[src/rtl/core/rafg_pkg.sv]
package rafg_pkg;

    // field widths
    localparam int STATE_W   = 64;
    localparam int COUNT_W   = 16;
    localparam int BATCH_W   = 7;
    localparam int OPCODE_W  = 1;

    // stream data widths, padded to whole bytes
    localparam int IN_DATA_W  = 72;
    localparam int OUT_DATA_W = 104;

    // batch limit
    localparam logic [BATCH_W-1:0] MAX_BATCH = 7'd64;

    // input kinds
    localparam logic [OPCODE_W-1:0] OP_LOAD = 1'b0;
    localparam logic [OPCODE_W-1:0] OP_DRAW = 1'b1;

    // mixing constants
    localparam logic [STATE_W-1:0] MIX_MULT = 64'h9E37_79B9_7F4A_7C15;
    localparam int SHL_AMT = 7;
    localparam int SHR_AMT = 9;

    // multiplier digit size and step count
    localparam int DIGIT_W   = 16;
    localparam int MUL_STEPS = STATE_W / DIGIT_W;

endpackage

[src/rtl/core/random_action_field_generator.sv]
// random action field generator
//
// input stream: tuser carries the opcode (load or draw), tdata carries the
// seed in bits 63..0 and the batch size in bits 70..64. a load replaces the
// 64-bit generator state in the cycle it is accepted and gives no output.
// a draw of n items (n above 64 counts as 64, n of zero gives nothing)
// produces n output items, tlast marking the final one of the batch.
// config channel: a write sets the 16-bit action count used as modulus of
// the action id; write it only while no draw is in progress.
// per action: an xorshift step, a shared 64x16 multiplier stepping through
// the constant (one constant digit a cycle), a bit-serial remainder unit
// (skipped when the action count is 0 or 1) and a step to load the output
// register. the input is not ready during a draw and is ready again once
// the last item sits in the output register. a stalled receiver holds the
// sequencer in its emit step.
// reset clears the state to zero, the action count to one, and drops
// any pending output item.
module random_action_field_generator
(
    input  logic                               clk,
    input  logic                               rst_n,
    // slave stream
    input  logic                               s_axis_tvalid,
    output logic                               s_axis_tready,
    // [63:0] seed_value, [70:64] batch_size, [71] zero
    input  logic [rafg_pkg::IN_DATA_W-1:0]     s_axis_tdata,
    // [0] opcode
    input  logic [rafg_pkg::OPCODE_W-1:0]      s_axis_tuser,
    // master stream
    output logic                               m_axis_tvalid,
    input  logic                               m_axis_tready,
    // [1:0] scale, [3:2] token_op, [5:4] step_op, [7:6] struct_op,
    // [13:8] first_index, [19:14] second_index, [20] payload_is_x,
    // [36:21] action_id, [100:37] seed_after, [103:101] zero
    output logic [rafg_pkg::OUT_DATA_W-1:0]    m_axis_tdata,
    output logic                               m_axis_tlast,
    // config write
    input  logic                               cfg_valid,
    output logic                               cfg_ready,
    input  logic [rafg_pkg::COUNT_W-1:0]       cfg_data
);
    import rafg_pkg::*;

    // sequencer codes
    localparam logic [2:0] ST_IDLE = 3'd0;
    localparam logic [2:0] ST_MIX  = 3'd1;
    localparam logic [2:0] ST_MUL  = 3'd2;
    localparam logic [2:0] ST_DIV  = 3'd3;
    localparam logic [2:0] ST_EMIT = 3'd4;

    localparam logic [3:0] MUL_LAST = 4'(MUL_STEPS - 1);
    localparam logic [3:0] DIV_LAST = 4'(COUNT_W - 1);

    logic [2:0]           state_reg, state_next;
    logic [STATE_W-1:0]   gen_state_reg, gen_state_next;
    logic [STATE_W-1:0]   mix_reg, mix_next;
    logic [STATE_W-1:0]   acc_reg, acc_next;
    logic [COUNT_W-1:0]   rem_reg, rem_next;
    logic [3:0]           cnt_reg, cnt_next;
    logic [BATCH_W-1:0]   left_reg, left_next;
    logic [COUNT_W-1:0]   count_reg;

    logic                 out_valid_reg, out_valid_next;
    logic [STATE_W-1:0]   out_state_reg, out_state_next;
    logic [COUNT_W-1:0]   out_id_reg, out_id_next;
    logic                 out_last_reg, out_last_next;

    logic                 in_fire;
    logic                 out_free;
    logic [BATCH_W-1:0]   batch_in;
    logic [BATCH_W-1:0]   batch_sat;
    logic [STATE_W-1:0]   xs1, xs2;
    logic [DIGIT_W-1:0]   digit;
    logic [STATE_W+DIGIT_W-1:0] prod;
    logic [STATE_W-1:0]   partial;
    logic [STATE_W-1:0]   acc_sum;
    logic [COUNT_W:0]     rem_sh;
    logic                 div_bit;

    // handshakes
    assign s_axis_tready = (state_reg == ST_IDLE);
    assign cfg_ready     = 1'b1;
    assign in_fire       = s_axis_tvalid && s_axis_tready;
    assign out_free      = !out_valid_reg || m_axis_tready;

    // batch size with saturation
    assign batch_in  = s_axis_tdata[STATE_W +: BATCH_W];
    assign batch_sat = (batch_in > MAX_BATCH) ? MAX_BATCH : batch_in;

    // xorshift pair
    assign xs1 = gen_state_reg ^ (gen_state_reg << SHL_AMT);
    assign xs2 = xs1 ^ (xs1 >> SHR_AMT);

    // shared multiplier: one 16-bit digit of the constant a step
    assign digit   = MIX_MULT[{cnt_reg[1:0], 4'b0000} +: DIGIT_W];
    assign prod    = mix_reg * digit;
    assign partial = prod[STATE_W-1:0] << {cnt_reg[1:0], 4'b0000};
    assign acc_sum = acc_reg + partial;

    // restoring remainder step, msb of the low 16 bits first
    assign div_bit = gen_state_reg[{2'b00, ~cnt_reg}];
    assign rem_sh  = {rem_reg, div_bit};

    // sequencer
    always_comb
    begin
        state_next     = state_reg;
        gen_state_next = gen_state_reg;
        mix_next       = mix_reg;
        acc_next       = acc_reg;
        rem_next       = rem_reg;
        cnt_next       = cnt_reg;
        left_next      = left_reg;
        out_valid_next = out_valid_reg;
        out_state_next = out_state_reg;
        out_id_next    = out_id_reg;
        out_last_next  = out_last_reg;

        if (out_valid_reg && m_axis_tready)
        begin
            out_valid_next = 1'b0;
        end

        unique case (state_reg)
            ST_IDLE:
            begin
                if (in_fire)
                begin
                    if (s_axis_tuser == OP_LOAD)
                    begin
                        gen_state_next = s_axis_tdata[STATE_W-1:0];
                    end
                    else if (batch_sat != '0)
                    begin
                        left_next  = batch_sat;
                        state_next = ST_MIX;
                    end
                end
            end
            ST_MIX:
            begin
                mix_next   = xs2;
                acc_next   = '0;
                cnt_next   = '0;
                state_next = ST_MUL;
            end
            ST_MUL:
            begin
                acc_next = acc_sum;
                cnt_next = cnt_reg + 4'd1;
                if (cnt_reg == MUL_LAST)
                begin
                    gen_state_next = acc_sum;
                    cnt_next       = '0;
                    rem_next       = '0;
                    state_next     = (count_reg > 16'd1) ? ST_DIV : ST_EMIT;
                end
            end
            ST_DIV:
            begin
                if (rem_sh >= {1'b0, count_reg})
                begin
                    rem_next = COUNT_W'(rem_sh - {1'b0, count_reg});
                end
                else
                begin
                    rem_next = rem_sh[COUNT_W-1:0];
                end
                cnt_next = cnt_reg + 4'd1;
                if (cnt_reg == DIV_LAST)
                begin
                    state_next = ST_EMIT;
                end
            end
            ST_EMIT:
            begin
                if (out_free)
                begin
                    out_valid_next = 1'b1;
                    out_state_next = gen_state_reg;
                    out_id_next    = rem_reg;
                    out_last_next  = (left_reg == 7'd1);
                    left_next      = left_reg - 7'd1;
                    state_next     = (left_reg == 7'd1) ? ST_IDLE : ST_MIX;
                end
            end
            default:
            begin
                state_next = ST_IDLE;
            end
        endcase
    end

    // control registers
    always_ff @(posedge clk or negedge rst_n)
    begin
        if (!rst_n)
        begin
            state_reg     <= ST_IDLE;
            gen_state_reg <= '0;
            count_reg     <= 16'd1;
            cnt_reg       <= '0;
            left_reg      <= '0;
            out_valid_reg <= 1'b0;
        end
        else
        begin
            state_reg     <= state_next;
            gen_state_reg <= gen_state_next;
            cnt_reg       <= cnt_next;
            left_reg      <= left_next;
            out_valid_reg <= out_valid_next;
            if (cfg_valid && cfg_ready)
            begin
                count_reg <= cfg_data;
            end
        end
    end

    // datapath registers
    always_ff @(posedge clk)
    begin
        mix_reg       <= mix_next;
        acc_reg       <= acc_next;
        rem_reg       <= rem_next;
        out_state_reg <= out_state_next;
        out_id_reg    <= out_id_next;
        out_last_reg  <= out_last_next;
    end

    // output packing
    assign m_axis_tvalid = out_valid_reg;
    assign m_axis_tlast  = out_last_reg;
    assign m_axis_tdata  = {
        3'b000,
        out_state_reg,
        out_id_reg,
        out_state_reg[0],
        out_state_reg[20:15],
        out_state_reg[14:9],
        out_state_reg[8:7],
        out_state_reg[6:5],
        out_state_reg[4:3],
        out_state_reg[1:0]
    };

    // remainder unit only runs with a real modulus and stays below it
    a_div_mod: assert property (@(posedge clk) disable iff (!rst_n)
        (state_reg == ST_DIV) |-> (count_reg > 16'd1 && rem_reg < count_reg))
        else $error("remainder out of range during division");

    // a pending action always has batch budget left
    a_left_nonzero: assert property (@(posedge clk) disable iff (!rst_n)
        (state_reg == ST_MIX || state_reg == ST_MUL || state_reg == ST_DIV
         || state_reg == ST_EMIT) |-> (left_reg != '0))
        else $error("sequencer active with empty batch");

    // emitting the last item returns the sequencer to idle
    a_last_idle: assert property (@(posedge clk) disable iff (!rst_n)
        (state_reg == ST_EMIT && out_free && left_reg == 7'd1)
        |=> (state_reg == ST_IDLE && out_valid_reg && out_last_reg))
        else $error("last item did not end the batch");

    // a delivered id is below the modulus when one is set
    a_id_range: assert property (@(posedge clk) disable iff (!rst_n)
        (out_valid_reg && count_reg > 16'd1) |-> (out_id_reg < count_reg))
        else $error("action id not reduced");

    // no new input while a batch is in flight
    a_busy: assert property (@(posedge clk) disable iff (!rst_n)
        (in_fire && s_axis_tuser == OP_DRAW && batch_sat != '0)
        |=> !s_axis_tready)
        else $error("input accepted during a draw");

endmodule
[config.mk]
export PLATFORM = sky130hd
export DESIGN_NAME = random_action_field_generator
export DESIGN_NICKNAME = d
export VERILOG_FILES = /design/src/rtl/core/rafg_pkg.sv /design/src/rtl/core/random_action_field_generator.sv
export SDC_FILE = /design/constraint.sdc
export NUM_CORES = 2
export LEC_CHECK = 0
export BUFFER_PORTS_ARGS = -buffer_cell sky130_fd_sc_hd__buf_2
export CAP_MARGIN = 25
export CORE_ASPECT_RATIO = 0.6
export CORE_MARGIN = 3
export CORE_UTILIZATION = 45
export DETAILED_ROUTE_END_ITERATION = 8
export SLEW_MARGIN = 40
export SYNTH_ARGS = -nofsm -noshare
export SYNTH_HDL_FRONTEND = slang
export SYNTH_SLANG_ARGS = --single-unit
export TNS_END_PERCENT = 1
[constraint.sdc]
create_clock -name clk -period 12.2 [get_ports clk]
set_input_delay 3.05 -clock clk [delete_from_list [all_inputs] [get_ports clk]]
set_output_delay 3.05 -clock clk [all_outputs]
set_load 0.005 [all_outputs]
# ---- Word level (Yosys, flattened, before mapping)
# Cells that the tools add are included.
dict set report op_classes {
  addsub 4
  multipliers 1
  n_lt_le_gt_ge 4
  eq_ne 14
  shift 2
  muxes 30
  n_bitwise 3
  reduce_logical 16
}
# operator n
set op_table {}
lappend op_table {{$pmux W64 S2} 2}
lappend op_table {{$mux W64} 3}
lappend op_table {{$add A64 B64 Y64} 1}
lappend op_table {{$mul A64 B16 Y64} 1}
lappend op_table {{$shiftx A64 B7 Y16 const A} 1}
lappend op_table {{$shl A64 B6 Y64} 1}
lappend op_table {{$xor A64 B55 Y64} 1}
lappend op_table {{$xor A64 B64 Y64} 1}
lappend op_table {{$mux W7} 5}
lappend op_table {{$mux W16} 2}
lappend op_table {{$pmux W16 S2} 1}
lappend op_table {{$mux W3} 7}
lappend op_table {{$ge A17 B16 Y1} 1}
lappend op_table {{$gt A16 B1 Y1 const B} 1}
lappend op_table {{$sub A16 B16 Y16} 1}
lappend op_table {{$pmux W3 S5} 1}
lappend op_table {{$pmux W7 S2} 1}
lappend op_table {{$pmux W4 S3} 1}
lappend op_table {{$ne A2 B2 Y1 const B} 4}
lappend op_table {{$reduce_bool A2 Y1} 4}
lappend op_table {{$eq A7 B1 Y1 const B} 1}
lappend op_table {{$gt A7 B7 Y1 const B} 1}
lappend op_table {{$lt A4 B7 Y1 const B} 1}
lappend op_table {{$reduce_bool A7 Y1} 1}
lappend op_table {{other kinds (21)} 30}
dict set report word_totals {
  regBits 320
  in_bits 94
}

# ---- Longest topological paths before layout
dict set report depth {
  depth_word 7
  mapped_depth 47
  mapped_depth_nobuf 40
}

# ---- Worst setup path before layout
# No wires, ideal clock.
dict set report synth_path {
  kind {flip-flop to flip-flop}
  from {register cnt_reg[0]}
  to {register acc_reg[60] (data pin)}
  setup_ps 266
  t_arrival_ps 9972
  required_time_ps 11934
  path_slack_ps 1962
  path_stages_with_launch 44
  n_path_buf 7
  cell_sequence {dfrtp_1 buf_2 inv_1 clkbuf_1 clkbuf_1 ha_1 clkbuf_1 clkbuf_1 clkbuf_1 nor2_1 inv_1 fa_1 fa_1 inv_1 fa_1 inv_1 fa_1 inv_1 (+8 left out) o21bai_1 a21oi_1 xor2_1 nor2_1 a21oi_1 nor2_1 ha_1 and3_1 clkbuf_1 nor2b_1 a221oi_1 o31ai_1 a21o_1 o21ai_1 o21ai_1 a221oi_1 xor2_1 nor2_1}
}
dict set report synth_between {
  elab_chain_len 5
}
# element line_no
set synth_rtl {}
lappend synth_rtl {{start, declared} random_action_field_generator.sv:59} ;# logic [3:0] cnt_reg, cnt_next;
lappend synth_rtl {{start signal, assigned} random_action_field_generator.sv:210} ;# cnt_reg <= cnt_next;
lappend synth_rtl {{$shiftx A64 B7 Y16} random_action_field_generator.sv:95} ;# assign digit = MIX_MULT[{cnt_reg[1:0], 4'b0000} +: DIGIT_W];
lappend synth_rtl {{$mul A64 B16 Y64} random_action_field_generator.sv:96} ;# assign prod = mix_reg * digit;
lappend synth_rtl {{$shl A64 B6 Y64 *} random_action_field_generator.sv:97} ;# assign partial = prod[STATE_W-1:0] << {cnt_reg[1:0], 4'b0000};
lappend synth_rtl {{$add A64 B64 Y64 *} random_action_field_generator.sv:98} ;# assign acc_sum = acc_reg + partial;
lappend synth_rtl {{$pmux W64 S2 *} random_action_field_generator.sv:124} ;# unique case (state_reg)
lappend synth_rtl {{end signal, assigned} random_action_field_generator.sv:224} ;# acc_reg <= acc_next;
lappend synth_rtl {{end, declared} random_action_field_generator.sv:57} ;# logic [STATE_W-1:0] acc_reg, acc_next;
# Every way passes the cells marked *; elsewhere a longest branch is shown, timed or not.
# A chain may end at the register's enable or synchronous reset.

# ---- Worst setup path after layout
dict set report layout_path {
  from {register cnt_reg[0]}
  to {register gen_state_reg[58]}
}
dict set report layout_between {
  elab_chain_len 6
}
# element line_no
set layout_rtl {}
lappend layout_rtl {{$shiftx A64 B7 Y16} random_action_field_generator.sv:95}
lappend layout_rtl {{$mul A64 B16 Y64} random_action_field_generator.sv:96}
lappend layout_rtl {{$shl A64 B6 Y64} random_action_field_generator.sv:97}
lappend layout_rtl {{$add A64 B64 Y64} random_action_field_generator.sv:98}
lappend layout_rtl {{$mux W64} random_action_field_generator.sv:151} ;# if (cnt_reg == MUL_LAST)
lappend layout_rtl {{$pmux W64 S2} random_action_field_generator.sv:124}
lappend layout_rtl {{end signal, assigned} random_action_field_generator.sv:209} ;# gen_state_reg <= gen_state_next;
lappend layout_rtl {{end, declared} random_action_field_generator.sv:55} ;# logic [STATE_W-1:0] gen_state_reg, gen_state_next;
# Several ways; a longest one is shown, not always the timed one. The select of a mux whose other input is x is not followed.

==> reports/results.tsv <==
stage	metric	value	unit
min_path	hold path cells	0	
yosys	register area share after synthesis	20.4	%
placement	Final HPWL DP	120000	um
route	Iter 0 DRT Violations	4076	
yosys	post-synth top area share	33.2	%
clock_tree	Setup Buffers After CTS	0	
die	Die W	413	um
min_path	Hold Path End	out_id_reg[15]	
clock_tree	clk sink count	320	
sta	Hold Fails Final Rpt	0	
clock_tree	H-tree depth	2	
global_route	pin count of the biggest net entering global routing	68	
route	vias per std cell	5.47	
clock_tree	worst skew pair latency	0.57	ns
yosys	Mapped Area	44700	um^2
placement	GPL Wtd Cong	0.966	
yosys	synthesis-stage register bit count	320	
sta	post-route setup TNS	0	ns
global_route	first-pass GRT wire length	219000	um
critical_path	critical path arrival	11.78	ns
yosys	synth top area cells	fa_1 33%, edfxtp_1 15%, inv_1 8.3%	
cells_and_area	area of the multi-input gates	30900	um^2
yosys	asr flop ratio synth	29.7	%
die	Cell Rows	88	
global_route	antenna violations before repair	2	
min_path	worst min-delay path class	flop to flop	
route	DR pass1 iterations	5	
cells_and_area	storage element area	9140	um^2
global_route	vias in the first global route	33000	
sta	Slew headroom	38.4	%
cells_and_area	area grow syn2layout	7.00	%
clock_tree	root buffer cell	clkbuf_16	
clock_tree	clk slew on worst S/H paths	0.07	ns
cells_and_area	layout cells sized above 1	7.26	%
yosys	synth warn	0	
route	detailed-route DRC error count	0	
critical_path	RR Endpoint	gen_state_reg[58]	
critical_path	Reg2Reg Depth	34	
critical_path	crit path max fanout	29	
sta	clock skew	0.0301	ns
flow_run	max cap viols	0	
die	initial core utilization	46.0	%
yosys	EDFF count, synth	225	
route	drt total wl	144000	um
cells_and_area	antenna diode count	0	
die	die area	103000	um^2
global_route	grt ovf	0	
global_route	GR Util All Layers	28.4	%
sta	pins over their slew limit	0	
clock_tree	clk buf depth	3	
cells_and_area	Fillers	9196	
critical_path	most used cell, CP	fa_1	
critical_path	Crit Path Class	flop to flop	
critical_path	crit-path max cell delay	0.80	ns
clock_tree	CTS buffer count	34	
die	Core ar.	97200	um^2
route	routed vias	33700	
yosys	synth unique cells	88	
sta	worst slew pin tran	0.918	ns
min_path	Hold Crit Start	rem_reg[15]	
sta	final worst-path cycle share	92.8	%
yosys	Cells after Synth	4791	
critical_path	critical path endpoint category	flop	
yosys	synthesized area per cell	9.33	um^2
sta	Tmin final	11.32	ns
critical_path	Slowest cell on crit path	ha_2	
die	Die Y	250	um
critical_path	startpoint types	flop	
sta	number of setup violations in the final report	0	
yosys	Main synth FF type	edfxtp_1	
clock_tree	Post-CTS Hold Buffers	0	
critical_path	WP data required	12.66	ns
yosys	cell taking the most area after synthesis	fa_1	
clock_tree	TritonCTS clock tree	yes	
status	outcome	finished clean	
sta	RSZ-0062 raised after global routing	no	
die	IO Count	202	
clock_tree	PostCTS Resize Cnt	0	
route	Avg WL per Cell	23.4	um
critical_path	reg-to-reg slack, setup	0.88	ns
cells_and_area	NumNets Final	5861	
route	final antenna-violating net count	0	
placement	port bufs	196	
critical_path	Reg-to-Reg Start	cnt_reg[0]	
sta	f_max	0.0883	GHz
==> layer usage <==
layer	up-vias	GRT usage, %	routed length (um)	part of all wire, %
met3	104	7.99	17600	12
met2	1636	35.4	53200	37
met5	-	0.606	123	0.085
met4	6	2.84	1630	1.1
li1	15000	-	-	-
met1	17000	48.4	71800	50
==> per-stage QoR <==
step / util (%) / worst slack, ns / instances / hold WS, ns / area, um^2
4_1_cts: 49.2 / 1.09 / 6166 / 0.486 / 47800
5_1_grt: 49.2 / 0.416 / 6167 / 0.489 / 47800
3_5_place_dp: 48.1 / 1.20 / 6105 / 0.462 / 46700
2_1_floorplan: - / 1.96 / 4793 / 0.427 / 44700
3_3_place_gp: 48.0 / 1.22 / 6105 / 0.466 / 46700
6_report: 49.2 / 0.881 / 6167 / 0.483 / 47800
==> Yosys cell counts, drive strengths merged (25+ instances only) <==
| cell | instances |
|---|---|
| fa | 741 |
| edfxtp | 225 |
| nand3 | 29 |
| nand2b | 146 |
| dfrtp | 94 |
| ha | 189 |
| and2 | 141 |
| nor3 | 36 |
| a21o | 74 |
| xor2 | 97 |
| nor2 | 317 |
| inv | 991 |
| a21oi | 224 |
| buf | 67 |
| o21ai | 193 |
| nand2 | 429 |
| clkbuf | 160 |
| xnor2 | 186 |
| nor2b | 66 |
| o21bai | 31 |
| a31oi | 25 |
| nand4 | 32 |
==> worst max-delay path: cells and delay by family, from the launching register on <==
family / cells / cell delay (ns)
muxes: 1 / 0.24
buffers and inverters: 3 / 0.55
xor gates and xnor gates: 3 / 0.81
adders and majority gates: 9 / 4.34
AOI/OAI and AO/OA: 11 / 2.81
and+or+nand+nor: 7 / 1.85
DFF: 1 / 0.54
==> worst max path at each step <==
stage	start	endpoint	slack (ns)	cells past startpoint
2_1_floorplan	cnt_reg[0]	acc_reg[60]	1.96	43
3_3_place_gp	cnt_reg[1]	acc_reg[60]	1.22	38
3_5_place_dp	cnt_reg[1]	acc_reg[60]	1.20	38
4_1_cts	cnt_reg[1]	acc_reg[60]	1.09	38
5_1_grt	cnt_reg[1]	acc_reg[60]	0.42	38
6_report	cnt_reg[0]	gen_state_reg[58]	0.88	34
==> cell usage in the layout, fill, tap and decap left out, types with 25 or more instances in the layout <==
cell and instances:
nand3_1 29, ha_1 183, buf_2 195, o21ai_0 174, o21bai_1 30, dfrtp_1 92, a21oi_1 221, edfxtp_1 225
nand4_1 32, a31oi_1 25, xnor2_1 186, buf_4 35, inv_1 990, nor2b_1 65, clkbuf_16 36, xor2_1 96
a21o_1 74, nand2b_1 145, and2_1 141, nand2_1 428, nor2_1 317, fa_1 741, nor3_1 36
==> area by class of cell <==
cell class,instances,share of cell area [%]
clock buffer,47,2.01
clock inverter,14,0.259
multi-input combinational,3249,64.6
timing repair buffer,235,2.73
sequential,320,19.1
inverter,997,7.83
tap,1305,3.41
==> cells by family (layout without fill, tap and decap cells) <==
logic type | Yosys count | count (layout) | synth area share (%)
DFF | 320 | 320 | 20.4
other | 2 | 4 | 0.0168
AOI/OAI and AO/OA | 720 | 720 | 10.2
adders and majority gates | 940 | 940 | 38.7
muxes | 32 | 32 | 0.865
and+or+nand+nor | 1269 | 1269 | 13.5
buffers and inverters | 1224 | 1293 | 10.6
xor gates and xnor gates | 284 | 284 | 5.62
Power is left out: the tool's default activity adds up to more than one toggle a clock period on the data nets, which glitch-free logic cannot reach.
